$ cat config.mk
export PLATFORM = sky130hd
export DESIGN_NAME = csc_mac
export DESIGN_NICKNAME = d
export VERILOG_FILES = /design/src/rtl/csc_mac.sv
export SDC_FILE = /design/constraint.sdc
export NUM_CORES = 2
export LEC_CHECK = 0
export BUFFER_PORTS_ARGS = -buffer_cell sky130_fd_sc_hd__buf_2
export CAP_MARGIN = 10
export CORE_MARGIN = 3
export CORE_UTILIZATION = 39
export DETAILED_ROUTE_END_ITERATION = 10
export GPL_ROUTABILITY_DRIVEN = 0
export PLACE_DENSITY_LB_ADDON = 0.25
export SLEW_MARGIN = 0
export SYNTH_ARGS = -nofsm -noshare
export SYNTH_HDL_FRONTEND = slang
export SYNTH_SLANG_ARGS = --single-unit
$ cat constraint.sdc
create_clock -name i_clk -period 12.4 [get_ports i_clk]
set_input_delay 2.48 -clock i_clk [delete_from_list [all_inputs] [get_ports i_clk]]
set_output_delay 2.48 -clock i_clk [all_outputs]
set_load 0.01 [all_outputs]
$ cat src/rtl/csc_mac.sv
`timescale 1ns / 1ps
// Multiply, round to Q16.16 and saturating add.
// The result and o_done are registered from r_stage, which is registered from i_start.
// Besides the multiplier, the block holds the wide rounding and saturating-add adders.
module csc_mac (
    input  logic               i_clk,
    input  logic               i_rst_n,
    input  logic               i_start,
    input  logic signed [31:0] i_a,
    input  logic signed [31:0] i_b,
    input  logic signed [31:0] i_acc,
    output logic               o_done,
    output logic signed [31:0] o_sum,
    output logic               o_sat
);

    logic signed [63:0] r_prod;
    logic signed [32:0] r_addend;
    logic               r_stage;
    logic signed [48:0] w_round;
    logic signed [49:0] w_sum;

    // Round half up: add 2^15 then floor shift.
    assign w_round = 49'(r_prod >>> 16) + 49'(r_prod[15]);
    assign w_sum   = 50'(w_round) + 50'(r_addend);

    always_ff @(posedge i_clk) begin
        if (!i_rst_n) begin
            r_stage <= 1'b0;
            o_done  <= 1'b0;
        end else begin
            r_stage <= i_start;
            o_done  <= r_stage;
            if (i_start) begin
                r_prod   <= i_a * i_b;
                r_addend <= 33'(i_acc);
            end
            if (r_stage) begin
                if (w_sum > 50'sd2147483647) begin
                    o_sum <= 32'sh7fffffff;
                    o_sat <= 1'b1;
                end else if (w_sum < -50'sd2147483648) begin
                    o_sum <= 32'sh80000000;
                    o_sat <= 1'b1;
                end else begin
                    o_sum <= w_sum[31:0];
                    o_sat <= 1'b0;
                end
            end
        end
    end

    assert property (@(posedge i_clk) disable iff (!i_rst_n) o_done |-> $past(r_stage))
        else $error("mac done without stage");
    assert property (@(posedge i_clk) disable iff (!i_rst_n)
        o_done && o_sat |-> (o_sum == 32'sh7fffffff || o_sum == 32'sh80000000))
        else $error("mac saturation flag without a limit value");
    assert property (@(posedge i_clk) disable iff (!i_rst_n) o_done |-> !$isunknown(o_sum))
        else $error("mac result unknown");

endmodule

==> run_results.csv <==
group,metric,value,unit
detailed_routing,drt_iter0_markers,2014,
floorplanning,rows,121,
floorplanning,initial_core_util,39.4,%
placed_design,dp_hpwl,98200,um
setup_path,cp_data_required_time,12.57,ns
final_layout,syn_to_final_growth,5.30,%
detailed_routing,avgViaCountPerCell,5.15,
final_layout,fillerInstances,10782,
logic_synthesis,yosysUniqueCellTypes,88,
sta,slew_headroom,27.6,%
placed_design,io_buffers,132,
sta,skew,0.00763,ns
sta,maxSlewViolCount,0,
clock_network,cts.clk_slew.worst_paths,0.05,ns
logic_synthesis,synth_edf_count,114,
logic_synthesis,ys_seq_area_share,8.07,%
detailed_routing,drcViolationCount,0,
clock_network,hold_buffers,0,
floorplanning,dieArea,114000,um2
clock_network,clock_path_buffers,2,
detailed_routing,routed_wl,121000,um
worst_hold_path,hold_depth,1,
detailed_routing,drtPass1Iterations,6,
logic_synthesis,synth_area,42900,um2
clock_network,cts_root_buf,"clkbuf_16",
clock_network,postCtsSetupRepairBufs,0,
clock_network,clock-sinks,116,
grt,grt_pass1_wl,194000,um
setup_path,cp-end-kind,"register",
logic_synthesis,yosys_register_bits,116,
flow_run,maxCapViolCount,0,
sta,post-route-period-util,84.5,%
sta,layout_min_cycle_time,10.48,ns
sta,tightest_slew,1.09,ns
floorplanning,io_pins,133,
floorplanning,die_h,338,um
worst_hold_path,holdCritPathClass,"register to register",
logic_synthesis,synth_warnings,0,
clock_network,insertion_delay,0.43,ns
run_status,status,"finished clean",
sta,final-hold-violation-count,0,
setup_path,critPathKind,"input pin to register",
grt,use_met1,30.8,%
clock_network,cts_max_level,4,
clock_network,ctsResizeCount,0,
detailed_routing,vias,30193,
logic_synthesis,syn_avg_cell_area,9.58,um2
grt,grt_max_degree,82,
setup_path,crit_arrival,10.65,ns
floorplanning,core_area,109000,um2
grt,antenna_found_initial,3,
final_layout,mostFrequentLayoutCells,"fa_1, inv_1, nand2_1",
detailed_routing,ant_nets,0,
grt,grt_use_met2,36.9,%
setup_path,cp_max_fo,32,
sta,finalSetupTns,0,ns
logic_synthesis,async_flop_share,0,%
final_layout,final_common_cell,"fa_1",
detailed_routing,wire_per_inst,20.6,um
grt,grt.overflow.total,0,
grt,use_met3,2.45,%
sta,timing.fmax,95.4,MHz
setup_path,rr_worst_depth,14,
grt,grt_pass1_vias,33053,
sta,rsz0062_at_grt,"no",
final_layout,layout-drive-gt1-share,5.40,%
clock_network,cts_tree,"yes",
grt,grt.busiest_layer,"met2",
logic_synthesis,syn_inst,4483,
final_layout,nets,5841,
grt,grt_use_total,22.2,%
logic_synthesis,ys.flop_type,"edfxtp_1",
floorplanning,die_w,338,um
setup_path,cp-start-kind,"input pin",
logic_synthesis,synth_fp_nets,5892,
sta,setup_viol,0,
clock_network,numCtsBuffers,17,
## sequential cells by signal (all words and copies together) (netlist names)
| name | cells |
|---|---|
| r_addend | 32 |
| o_sum | 32 |
| r_prod | 49 |
| o_sat | 1 |
| r_stage | 1 |
| o_done | 1 |
## final cells by class
class,instances,area (um2),area share [%]
Inverter,1000,3750,8.30
Multi-Input combinational cell,3136,34800,76.9
Clock inverter,14,139,0.307
Clock buffer,17,425,0.941
Antenna cell,2,5.00,0.0111
Tap cell,1414,1770,3.91
Timing Repair Buffer,161,878,1.94
Sequential cell,116,3460,7.66
## synthesized netlist by cell type, types with 16 or more instances
master / instances / area, um2
a21oi_1: 92 / 460
nand2_1: 590 / 2210
o211ai_1: 16 / 120
nor3_1: 38 / 190
o21ai_0: 49 / 245
nor2_1: 87 / 327
o31ai_2: 19 / 238
nand2b_1: 18 / 113
edfxtp_1: 114 / 3420
and2_1: 488 / 3050
fa_1: 1083 / 21700
inv_1: 998 / 3750
clkbuf_1: 204 / 766
nand4_1: 27 / 169
ha_1: 227 / 2840
o21a_1: 22 / 165
xnor2_1: 55 / 482
nand3_1: 36 / 180
a21o_1: 45 / 338
xor2_1: 33 / 289
## through the flow
step                      area, um2  hold slack (ns)  utilization, %  std cells  worst slack [ns]
final                         45200            0.450            41.5       5860              1.92
after global routing          45200            0.500            41.5       5858              1.52
after CTS                     45200            0.455            41.5       5858              1.90
after detailed placement      44600            0.438            40.9       5827              1.46
after global placement        44600            0.430            40.9       5827              1.54
after floorplan               42900            0.421               -       4483              2.59
## worst paths after layout
kind / start / end / slack, ns
max: i_b[3] / r_prod[63] / 1.92
max reg2reg: r_prod[15] / o_sat / 7.60
min reg2reg: r_stage / o_done / 0.45
min: r_stage / o_done / 0.45
## critical path, stage by stage
cell,delay (ns)
buf_2,0.57
and2_1,0.29
fa_1,0.49
fa_1,0.50
fa_1,0.96
fa_1,0.69
inv_1,0.45
fa_1,0.63
inv_1,0.06
fa_1,0.52
inv_1,0.05
fa_1,0.47
inv_1,0.05
fa_1,0.45
ha_1,0.42
o21a_1,0.16
nor2_1,0.06
nor2_1,0.12
nand3_1,0.10
o32ai_1,0.11
o21ba_2,0.22
a31oi_1,0.38
a311oi_1,0.19
xnor2_1,0.15
## layer usage
metal / vias to the layer above / wire length [um]
met5: - / 13
li1: 13292 / -
met3: 172 / 6900
met4: 2 / 3770
met1: 15742 / 53300
met2: 985 / 56900
## kinds of logic after synthesis
| family | count (synthesis) | share of synthesized area, % |
|---|---|---|
| buffers and inverters | 1231 | 10.9 |
| xor gates and xnor gates | 88 | 1.80 |
| AOI/OAI and AO/OA | 381 | 6.27 |
| muxes | 5 | 0.122 |
| adders and majority gates | 1310 | 57.1 |
| and+or+nand+nor | 1352 | 15.7 |
| DFF | 116 | 8.07 |
Power is not shown: default switching activity piles up to over one toggle a cycle in this logic, so the estimate is an artifact.
